## config.mk

```make
export PLATFORM = sky130hd
export DESIGN_NAME = polyline_length_accumulator
export DESIGN_NICKNAME = d
export VERILOG_FILES = /design/src/hw/rtl/pll_pkg.sv /design/src/hw/rtl/pll_isqrt.sv /design/src/hw/rtl/polyline_length_accumulator.sv
export VERILOG_INCLUDE_DIRS = /design/src /design/src/hw/rtl
export SDC_FILE = /design/constraint.sdc
export NUM_CORES = 2
export LEC_CHECK = 0
export BUFFER_PORTS_ARGS = -buffer_cell sky130_fd_sc_hd__clkbuf_2
export CORE_MARGIN = 8
export CORE_UTILIZATION = 29
export DETAILED_ROUTE_END_ITERATION = 7
export PLACE_DENSITY_LB_ADDON = 0.2
export SYNTH_ARGS = -nofsm -noshare
export SYNTH_HDL_FRONTEND = slang
export SYNTH_SLANG_ARGS = --single-unit
```

## constraint.sdc

```tcl
create_clock -name i_clk -period 30.8 [get_ports i_clk]
set_clock_uncertainty 0.2 [all_clocks]
set_input_delay 9.24 -clock i_clk [delete_from_list [all_inputs] [get_ports i_clk]]
set_output_delay 9.24 -clock i_clk [all_outputs]
set_load 0.02 [all_outputs]
```

## src/hw/rtl/polyline_length_accumulator_defines.svh

```systemverilog
// Assertion macros shared by the polyline length accumulator RTL.
// Define ASSERT_OFF to compile every check away.
`ifndef POLYLINE_LENGTH_ACCUMULATOR_DEFINES_SVH
`define POLYLINE_LENGTH_ACCUMULATOR_DEFINES_SVH
`ifndef ASSERT_OFF
`define PLA_ASSERT_IMP(label, clk, rst_n, ante, cons) \
    label: assert property (@(posedge clk) disable iff (!rst_n) (ante) |-> (cons)) \
        else $error("assertion failed");
`define PLA_ASSERT_NXT(label, clk, rst_n, ante, cons) \
    label: assert property (@(posedge clk) disable iff (!rst_n) (ante) |=> (cons)) \
        else $error("assertion failed");
`else
`define PLA_ASSERT_IMP(label, clk, rst_n, ante, cons)
`define PLA_ASSERT_NXT(label, clk, rst_n, ante, cons)
`endif
`endif

```

## src/hw/rtl/pll_pkg.sv

```systemverilog
package pll_pkg;

    // Sequencer states of the accumulator.
    typedef enum logic [2:0] {
        ST_IDLE,
        ST_SQX,
        ST_SQY,
        ST_SUM,
        ST_ROOT,
        ST_ACC
    } t_state;

    // Status of the square-root unit as seen by the sequencer.
    typedef struct packed {
        logic busy;
        logic done;
    } t_sqrt_stat;

endpackage

```

## src/hw/rtl/pll_isqrt.sv

```systemverilog
`include "polyline_length_accumulator_defines.svh"

// Digit-by-digit integer square root, one result bit per cycle.
module pll_isqrt
    import pll_pkg::*;
#(
    parameter int ROOT_W = 25
) (
    input  logic                  i_clk,
    input  logic                  i_rst_n,
    input  logic                  i_start,
    input  logic [2*ROOT_W-2:0]   i_radicand,
    output logic [ROOT_W-1:0]     o_root,
    output t_sqrt_stat            o_stat
);

    localparam int RAD_W = 2 * ROOT_W;
    localparam int REM_W = ROOT_W + 2;
    localparam int CNT_W = $clog2(ROOT_W);

    logic [RAD_W-1:0]  r_rad;
    logic [REM_W-1:0]  r_rem;
    logic [ROOT_W-1:0] r_root;
    logic [CNT_W-1:0]  r_cnt;
    logic              r_busy;
    logic              r_done;

    logic [REM_W-1:0]  rem_sh;
    logic [REM_W-1:0]  trial;
    logic              take;

    // Bring down the next two radicand bits and try appending a one to the root.
    always_comb begin
        rem_sh = {r_rem[REM_W-3:0], r_rad[RAD_W-1 -: 2]};
        trial  = {r_root, 2'b01};
        take   = (rem_sh >= trial);
    end

    always_ff @(posedge i_clk) begin
        if (!i_rst_n) begin
            r_busy <= 1'b0;
            r_done <= 1'b0;
        end else begin
            r_done <= 1'b0;
            if (i_start) begin
                r_busy <= 1'b1;
            end else if (r_busy && (r_cnt == '0)) begin
                r_busy <= 1'b0;
                r_done <= 1'b1;
            end
        end
    end

    always_ff @(posedge i_clk) begin
        if (i_start) begin
            r_rad  <= {1'b0, i_radicand};
            r_rem  <= '0;
            r_root <= '0;
            r_cnt  <= CNT_W'(ROOT_W - 1);
        end else if (r_busy) begin
            r_rad  <= r_rad << 2;
            r_rem  <= take ? (rem_sh - trial) : rem_sh;
            r_root <= {r_root[ROOT_W-2:0], take};
            r_cnt  <= r_cnt - 1'b1;
        end
    end

    assign o_root      = r_root;
    assign o_stat.busy = r_busy;
    assign o_stat.done = r_done;

    `PLA_ASSERT_NXT(a_start_busy, i_clk, i_rst_n, i_start, r_busy)
    `PLA_ASSERT_NXT(a_done_idle, i_clk, i_rst_n, r_done, !r_busy)
    `PLA_ASSERT_IMP(a_done_last, i_clk, i_rst_n, r_done, $past(r_cnt) == '0)

endmodule

```

## src/hw/rtl/polyline_length_accumulator.sv

```systemverilog
// Polyline length accumulator.
// Input stream: one point per item. s_axis_tdata carries x then y, signed
// fixed point; s_axis_tuser carries the new-chain and new-total flags. For a
// point that continues a chain, the block adds floor(sqrt(dx^2 + dy^2)) to a
// running total that saturates at its all-ones maximum.
// Output stream: one item per input item with the segment length, the total
// after this point and a flag that is set while the total is saturated.
// Sequence: a point that adds a segment steps from acceptance through the
// states SQX, SQY, SUM, ROOT and ACC before its result is registered. The
// square-root unit yields one root bit per cycle; squaring uses one shared
// multiplier, first for dx and then for dy. A point that adds no segment goes
// from IDLE straight to ACC.
// Flow: one point at a time; s_axis_tready is high only while the sequencer
// is idle, so no point is taken until the last one has left ACC. A finished
// result sits in an output register, so the next point is accepted while the
// receiver stalls; the sequencer then waits in its last step until the output
// register is free.
// Reset (synchronous, active low) clears the running total, forgets the
// previous point and drops any pending result.
module polyline_length_accumulator
    import pll_pkg::*;
#(
    parameter int COORD_WIDTH = 24,
    parameter int TOTAL_WIDTH = 48
) (
    input  logic                  i_clk,
    input  logic                  i_rst_n,
    input  logic                  s_axis_tvalid,
    output logic                  s_axis_tready,
    // Fields from the lowest bit: x_coord, y_coord, zero fill.
    input  logic [((2*COORD_WIDTH+7)/8)*8-1:0] s_axis_tdata,
    // Fields from the lowest bit: new_chain, new_total.
    input  logic [1:0]            s_axis_tuser,
    output logic                  m_axis_tvalid,
    input  logic                  m_axis_tready,
    // Fields from the lowest bit: segment_length, total_length, zero fill.
    output logic [((COORD_WIDTH+2+TOTAL_WIDTH+7)/8)*8-1:0] m_axis_tdata,
    // Fields from the lowest bit: total_saturated.
    output logic [0:0]            m_axis_tuser
);

    `include "polyline_length_accumulator_defines.svh"

    localparam int CW     = COORD_WIDTH;
    localparam int TW     = TOTAL_WIDTH;
    localparam int ROOT_W = CW + 1;
    localparam int SEG_W  = CW + 2;
    localparam int SQ_W   = 2 * CW + 1;
    localparam int SUM_W  = ((TW > ROOT_W) ? TW : ROOT_W) + 1;

    t_state            r_state;
    t_state            n_state;

    logic [CW-1:0]     r_prev_x;
    logic [CW-1:0]     r_prev_y;
    logic              r_have_prev;
    logic [TW-1:0]     r_total;
    logic              r_do_seg;
    logic [CW-1:0]     r_dx;
    logic [CW-1:0]     r_dy;
    logic [2*CW-1:0]   r_sq_x;
    logic [2*CW-1:0]   r_sq_y;

    logic              r_m_valid;
    logic [ROOT_W-1:0] r_m_seg;
    logic [TW-1:0]     r_m_total;
    logic              r_m_sat;

    logic [CW-1:0]     in_x;
    logic [CW-1:0]     in_y;
    logic              in_new_chain;
    logic              in_new_total;
    logic              in_accept;
    logic signed [CW:0] diff_x;
    logic signed [CW:0] diff_y;
    logic signed [CW:0] neg_x;
    logic signed [CW:0] neg_y;
    logic [CW-1:0]     mag_x;
    logic [CW-1:0]     mag_y;

    logic              mul_sel_y;
    logic [CW-1:0]     mul_op;
    logic [2*CW-1:0]   mul_prod;
    logic              sq_start;
    logic [SQ_W-1:0]   sq_radicand;
    logic [ROOT_W-1:0] sq_root;
    t_sqrt_stat        sq_stat;

    logic              out_free;
    logic              acc_load;
    logic [ROOT_W-1:0] seg_val;
    logic [SUM_W-1:0]  acc_sum;
    logic              acc_ovf;
    logic [TW-1:0]     acc_next;

    // Input unpacking.
    assign in_x         = s_axis_tdata[CW-1:0];
    assign in_y         = s_axis_tdata[2*CW-1:CW];
    assign in_new_chain = s_axis_tuser[0];
    assign in_new_total = s_axis_tuser[1];
    assign in_accept    = s_axis_tvalid && s_axis_tready;

    // Absolute coordinate differences against the previous point, taken at
    // acceptance so the previous point can be replaced in the same cycle.
    always_comb begin
        diff_x = $signed({in_x[CW-1], in_x}) - $signed({r_prev_x[CW-1], r_prev_x});
        diff_y = $signed({in_y[CW-1], in_y}) - $signed({r_prev_y[CW-1], r_prev_y});
        neg_x  = -diff_x;
        neg_y  = -diff_y;
        mag_x  = diff_x[CW] ? neg_x[CW-1:0] : diff_x[CW-1:0];
        mag_y  = diff_y[CW] ? neg_y[CW-1:0] : diff_y[CW-1:0];
    end

    // Next-state logic of the sequencer.
    always_comb begin
        n_state = r_state;
        unique case (r_state)
            ST_IDLE: begin
                if (s_axis_tvalid) begin
                    n_state = (r_have_prev && !in_new_chain) ? ST_SQX : ST_ACC;
                end
            end
            ST_SQX:  n_state = ST_SQY;
            ST_SQY:  n_state = ST_SUM;
            ST_SUM:  n_state = ST_ROOT;
            ST_ROOT: begin
                if (sq_stat.done) begin
                    n_state = ST_ACC;
                end
            end
            ST_ACC: begin
                if (out_free) begin
                    n_state = ST_IDLE;
                end
            end
            default: n_state = ST_IDLE;
        endcase
    end

    // Output decode of the sequencer.
    always_comb begin
        s_axis_tready = 1'b0;
        mul_sel_y     = 1'b0;
        sq_start      = 1'b0;
        acc_load      = 1'b0;
        unique case (r_state)
            ST_IDLE: s_axis_tready = 1'b1;
            ST_SQX:  mul_sel_y     = 1'b0;
            ST_SQY:  mul_sel_y     = 1'b1;
            ST_SUM:  sq_start      = 1'b1;
            ST_ROOT: sq_start      = 1'b0;
            ST_ACC:  acc_load      = out_free;
            default: s_axis_tready = 1'b0;
        endcase
    end

    always_ff @(posedge i_clk) begin
        if (!i_rst_n) begin
            r_state <= ST_IDLE;
        end else begin
            r_state <= n_state;
        end
    end

    // The one multiplier squares dx, then dy, on consecutive cycles.
    assign mul_op   = mul_sel_y ? r_dy : r_dx;
    assign mul_prod = mul_op * mul_op;

    always_ff @(posedge i_clk) begin
        if (in_accept) begin
            r_dx     <= mag_x;
            r_dy     <= mag_y;
            r_do_seg <= r_have_prev && !in_new_chain;
        end
        if (r_state == ST_SQX) begin
            r_sq_x <= mul_prod;
        end
        if (r_state == ST_SQY) begin
            r_sq_y <= mul_prod;
        end
    end

    assign sq_radicand = SQ_W'(r_sq_x) + SQ_W'(r_sq_y);

    pll_isqrt #(
        .ROOT_W (ROOT_W)
    ) u_isqrt (
        .i_clk      (i_clk),
        .i_rst_n    (i_rst_n),
        .i_start    (sq_start),
        .i_radicand (sq_radicand),
        .o_root     (sq_root),
        .o_stat     (sq_stat)
    );

    // Saturating accumulation of the segment length.
    assign out_free = !r_m_valid || m_axis_tready;
    assign seg_val  = r_do_seg ? sq_root : '0;
    assign acc_sum  = SUM_W'(r_total) + SUM_W'(seg_val);
    assign acc_ovf  = (acc_sum >> TW) != '0;
    assign acc_next = acc_ovf ? {TW{1'b1}} : acc_sum[TW-1:0];

    // Previous point and running total. A new-total point clears the total
    // at acceptance; the segment, if any, is then added to the cleared total.
    always_ff @(posedge i_clk) begin
        if (!i_rst_n) begin
            r_prev_x    <= '0;
            r_prev_y    <= '0;
            r_have_prev <= 1'b0;
            r_total     <= '0;
        end else begin
            if (in_accept) begin
                r_prev_x    <= in_x;
                r_prev_y    <= in_y;
                r_have_prev <= 1'b1;
                if (in_new_total) begin
                    r_total <= '0;
                end
            end else if (acc_load) begin
                r_total <= acc_next;
            end
        end
    end

    // Output register.
    always_ff @(posedge i_clk) begin
        if (!i_rst_n) begin
            r_m_valid <= 1'b0;
        end else if (acc_load) begin
            r_m_valid <= 1'b1;
        end else if (m_axis_tready) begin
            r_m_valid <= 1'b0;
        end
    end

    always_ff @(posedge i_clk) begin
        if (acc_load) begin
            r_m_seg   <= seg_val;
            r_m_total <= acc_next;
            r_m_sat   <= (acc_next == {TW{1'b1}});
        end
    end

    always_comb begin
        m_axis_tdata                     = '0;
        m_axis_tdata[SEG_W-1:0]          = SEG_W'(r_m_seg);
        m_axis_tdata[SEG_W+TW-1:SEG_W]   = r_m_total;
    end

    assign m_axis_tvalid   = r_m_valid;
    assign m_axis_tuser[0] = r_m_sat;

    `PLA_ASSERT_IMP(a_root_in_seq, i_clk, i_rst_n, sq_stat.done, r_state == ST_ROOT)
    `PLA_ASSERT_NXT(a_accept_busy, i_clk, i_rst_n, in_accept, !s_axis_tready)
    `PLA_ASSERT_IMP(a_sat_flag, i_clk, i_rst_n, r_m_valid,
                    r_m_sat == (r_m_total == {TW{1'b1}}))
    `PLA_ASSERT_IMP(a_no_seg_zero, i_clk, i_rst_n, acc_load && !r_do_seg, seg_val == '0)

endmodule
```

# After elaboration in Yosys (flattened, before gate mapping)
# Index checks and enable logic that the tools add are counted.
# op_classes
magnitude_cmp	1
add_sub_neg	8
n_reduce_logical	15
mul	1
bitwise_logic	1
n_eq_ne	10
muxes	25
# op_table
op	count
two-way mux 48 bit	4
two-way mux 49 bit	2
two-way mux 24 bit	3
two-way mux 25 bit	2
subtractor 24 x 24 -> 25 bit	2
adder 48 x 25 -> 49 bit	1
adder 48 x 48 -> 49 bit	1
== test 48 bit, second input constant	1
multiplier 24 x 24 -> 48 bit	1
negator 24 bit	2
greater-or-equal comparator 27 bit	1
subtractor 25 bit	1
one-hot mux 3 bit (6 select lines)	1
two-way mux 3 bit	4
two-way mux 1 bit	9
nonzero test 2 bit	4
== test 3 x 2 -> 1 bit, second input constant	2
== test 3 bit, second input constant	2
inequality test 2 bit, second input constant	3
zero test 5 bit	1
subtractor 5 x 1 -> 5 bit, second input constant	1
== test 3 x 1 -> 1 bit, second input constant	1
logical AND 1 bit	3
zero test 3 bit	1
7 further kinds	8
# word_totals
output_inout_bits	83
elab_cells	82
inputBits	54
regBits	427

# Depth between registers and ports, before layout
# logic_depth
word_depth	5
mapped_depth	33
mapped_depth_nobuf	30

# Cells and area by module
# From an unflattened synthesis, not the netlist that was laid out.
# unflattened
cells_unflattened	4176
hier_area_um2	39997.1
# modules_own_cells
mod	cells_per_inst	instances	area_each_um2	seq_area_each_um2
polyline_length_accumulator	3572	1	33925.0	8538.2
pll_isqrt	604	1	6072.1	2632.5

# Worst setup path after synthesis
# Ideal clock, no wire load.
# synth_timing
path_kind	in2reg
from	input s_axis_tdata[24]
to	register r_dy[23], data pin
slack_ns	18.010
required_ns	30.338
n_path_buf	0
t_arrival_ns	12.328
stages	15
setup_ns	0.262
cell_sequence	inv_1 -> ha_1 -> inv_1 -> fa_1 -> a21oi_1 -> o2111ai_1 -> a31oi_1 -> xor2_1 -> o21ai_0 -> or3_1 -> or4_1 -> nor2_1 -> nand3b_1 -> o31ai_2 -> xnor2_1
# synth_via
elab_chain_len	3
# synth_lines
item	line	source
start: declaration	polyline_length_accumulator.sv:31	input logic [((2*COORD_WIDTH+7)/8)*8-1:0] s_axis_tdata,
subtractor 24 x 24 -> 25 bit (*)	polyline_length_accumulator.sv:107	diff_y = $signed({in_y[CW-1], in_y}) - $signed({r_prev_y[CW-1], r_prev_y});
negator 24 bit	polyline_length_accumulator.sv:109	neg_y = -diff_y;
two-way mux 24 bit (*)	polyline_length_accumulator.sv:111	mag_y = diff_y[CW] ? neg_y[CW-1:0] : diff_y[CW-1:0];
named net mag_y[23]	polyline_length_accumulator.sv:79	logic [CW-1:0] mag_y;
end signal: assignment	polyline_length_accumulator.sv:172	r_dy <= mag_y;
end: declaration	polyline_length_accumulator.sv:60	logic [CW-1:0] r_dy;
# The timed path passes the listed nets; every way through them passes the cells marked *.
# A chain may end at the register's enable or synchronous reset.

# Worst setup path after layout
# Ends and elaborated chain as after synthesis.

==> impl_results.md <==
* ANT cells at 0
* Worst Path Max Fanout at 4
* FMAX at 0.07858 GHz
* Initial core utilization at 29.15%
* Min-Delay Path Class: reg -> reg
* Worst skew pair latency at 0.67 ns
* Top_reg_cell synth: edfxtp_1
* Outcome: completed
* CP Launch Type: input port
* Yosys top cell by area: fa_1
* FF-to-FF End: r_sq_y[45]
* Cts hold-fix bufs at 0
* First-pass GRT wire length at 164200 um
* Drt initial violations at 1370
* Max Buffers Root-to-Sink at 3
* Mean area per synthesized cell at 9.504 um^2
* GR Util All Layers at 13.71%
* EDFF count, synth at 266
* Routed vias/inst at 4.634
* Routed vias at 28.09k
* Io pins at 137
* Total gr overflow at 0
* Synth warn at 0
* Cell variety after synth at 88
* Worst-path clk slew at 0.06 ns
* H-tree levels at 2
* Yosys top cell area share at 21.58%
* Most common cell in the netlist: inv_1
* FF-to-FF setup slack at 20.84 ns
* Worst setup path start: s_axis_tdata[24]
* Fin crit period at 12.73 ns
* Total negative slack at 0 ns
* Tcrit/Tclk final at 41.32%
* Final net count at 5036
* Die Footprint at 0.1480 mm^2
* R2R depth at 32
* Post-Synthesis Cell Area at 0.03943 mm^2
* Core Area at 0.1353 mm^2
* Layout cells sized above 1 at 7.381%
* FF+latch count, synth at 425
* Vias in the first global route at 29.31k
* CTS tree: done
* CP arrival at 12.91 ns
* Cells after Synth at 4149
* Drt total wl at 100900 um
* Post-route ant nets at 0
* Synth top cells by count: 742 x inv_1, 443 x nand2_1, 425 x fa_1
* CTS Sinks at 425
* Layout area overhead at 11.06%
* Die extent in y at 384.8 um
* RSZ-0062 raised after global routing: false
* CTS root buf: clkbuf_16
* Max cap viols at 0
* Num CTS Buffers at 52
* RR Startpoint: r_state[1]
* GP Congestion at 0.8262
* FP Rows at 135
* Die width at 384.8 um
* Post-cts sizing count at 0
* Antenna violations before repair at 0
* CP endpoint: r_dy[23]
* Kind of critical path: in -> reg
* Slew headroom at 27.71%
* Post-synthesis sequential area ratio at 28.33%
* WL/cell at 16.64 um
* Setup Buffers After CTS at 0
* Largest net degree at the start of global routing at 105
* Post-route DRC at 0
* Top cells by area, synth: fa_1 22%, edfxtp_1 20%, ha_1 10%
* Final Hold Fails at 0
* Port Buf Inserts at 129
* HPWL after detailed placement at 78340 um
* Asr flop ratio synth at 0%
* Pre-antenna DRT Iters at 5
* Critical Path RT at 30.99 ns
* Final setup viols at 0
* Slew @ Worst Pin at 1.084 ns
* Slew Viols, Final at 0
* Critical Path Sink Type: register
-- how the worst min path moves through the flow --
stage | endpoint | slack, ns | from | cells past startpoint
floorplan | r_have_prev | 0.23 | r_have_prev | 1
global placement | r_have_prev | 0.24 | r_have_prev | 1
detailed placement | r_have_prev | 0.25 | r_have_prev | 1
CTS | r_prev_x[11] | 0.27 | r_prev_x[11] | 2
global route | r_prev_y[20] | 0.29 | r_prev_y[20] | 2
finish | r_have_prev | 0.26 | r_have_prev | 1
-- metal layers --
layer / routed length, um / share of wire (%) / global-route usage [%]
met4: 2431 / 2.4 / 3.624
met1: 47770 / 47 / 18.56
met2: 46590 / 46 / 22.78
met3: 4108 / 4.1 / 2.202
met5: 0 / 0 / 0
-- cell type report --
cell class	instances	area (um^2)
Fill cell	14050	91500
Multi-Input combinational cell	2850	25000
Sequential cell	425	11170
Inverter	749	2814
Tap cell	1781	2228
Clock buffer	63	1364
Timing Repair Buffer	161	885.9
Clock inverter	33	324.1
-- worst max-delay path: stages --
cell       delay (ns)
clkbuf_2         0.09
inv_1            0.05
ha_1             0.16
inv_1            0.06
fa_1             0.39
a21oi_1          0.21
o2111ai_1        0.29
a31oi_1          0.29
xor2_1           0.23
o21ai_0          0.18
or3_1            0.41
or4_1            0.55
nor2_1           0.28
nand3b_1         0.17
o31ai_2          0.23
xnor2_1          0.10
-- registers in the layout, indices dropped and copies added, names as in the netlist, 3 cells and up --
| signal | count |
|---|---|
| u_isqrt.r_rem | 25 |
| r_dx | 24 |
| u_isqrt.r_cnt | 5 |
| r_m_seg | 25 |
| r_m_total | 48 |
| r_state | 3 |
| r_total | 48 |
| r_sq_x | 47 |
| r_dy | 24 |
| r_prev_y | 24 |
| r_prev_x | 24 |
| u_isqrt.r_rad | 50 |
| r_sq_y | 47 |
| u_isqrt.o_root | 25 |
-- through the flow --
step	cell area (um^2)	std cells	util (%)	hold WS, ns	worst slack [ns]
detailed placement	42110	5966	31.12	0.2543	17.46
global route	43790	6062	32.37	0.2885	17.72
floorplan	39460	4155	-	0.2330	18.01
global placement	42110	5966	31.12	0.2386	17.47
finish	43790	6062	32.37	0.2589	18.07
CTS	43790	6062	32.37	0.2688	18.15
-- layout by cell type, fill, tap and decap left out, drive strengths merged, types with 43 or more instances in the layout --
cell type and n:
inv 747, nand2 443, fa 425, ha 318
edfxtp 266, nor2 259, a21oi 204, clkbuf 191
dfxtp 159, o21ai 151, xnor2 140, a21o 89
xor2 80, nor2b 77, a21boi 57, mux2i 51
nand3 44, a22oi 43
-- logic make-up (layout without fill, tap and decap cells) --
| kind of cell | after synthesis | after routing | synth area share [%] |
|---|---|---|---|
| DFF | 425 | 425 | 28.33 |
| buffers and inverters | 880 | 1006 | 8.500 |
| muxes | 72 | 72 | 1.894 |
| other | 1 | 7 | 0.009510 |
| and+or+nand+nor | 1053 | 1053 | 12.28 |
| AOI/OAI and AO/OA | 755 | 755 | 12.44 |
| adders and majority gates | 743 | 743 | 31.67 |
| xor gates and xnor gates | 220 | 220 | 4.886 |
Power is left out: the tool's default activity adds up to more than one toggle a clock period on the data nets, which glitch-free logic cannot reach.
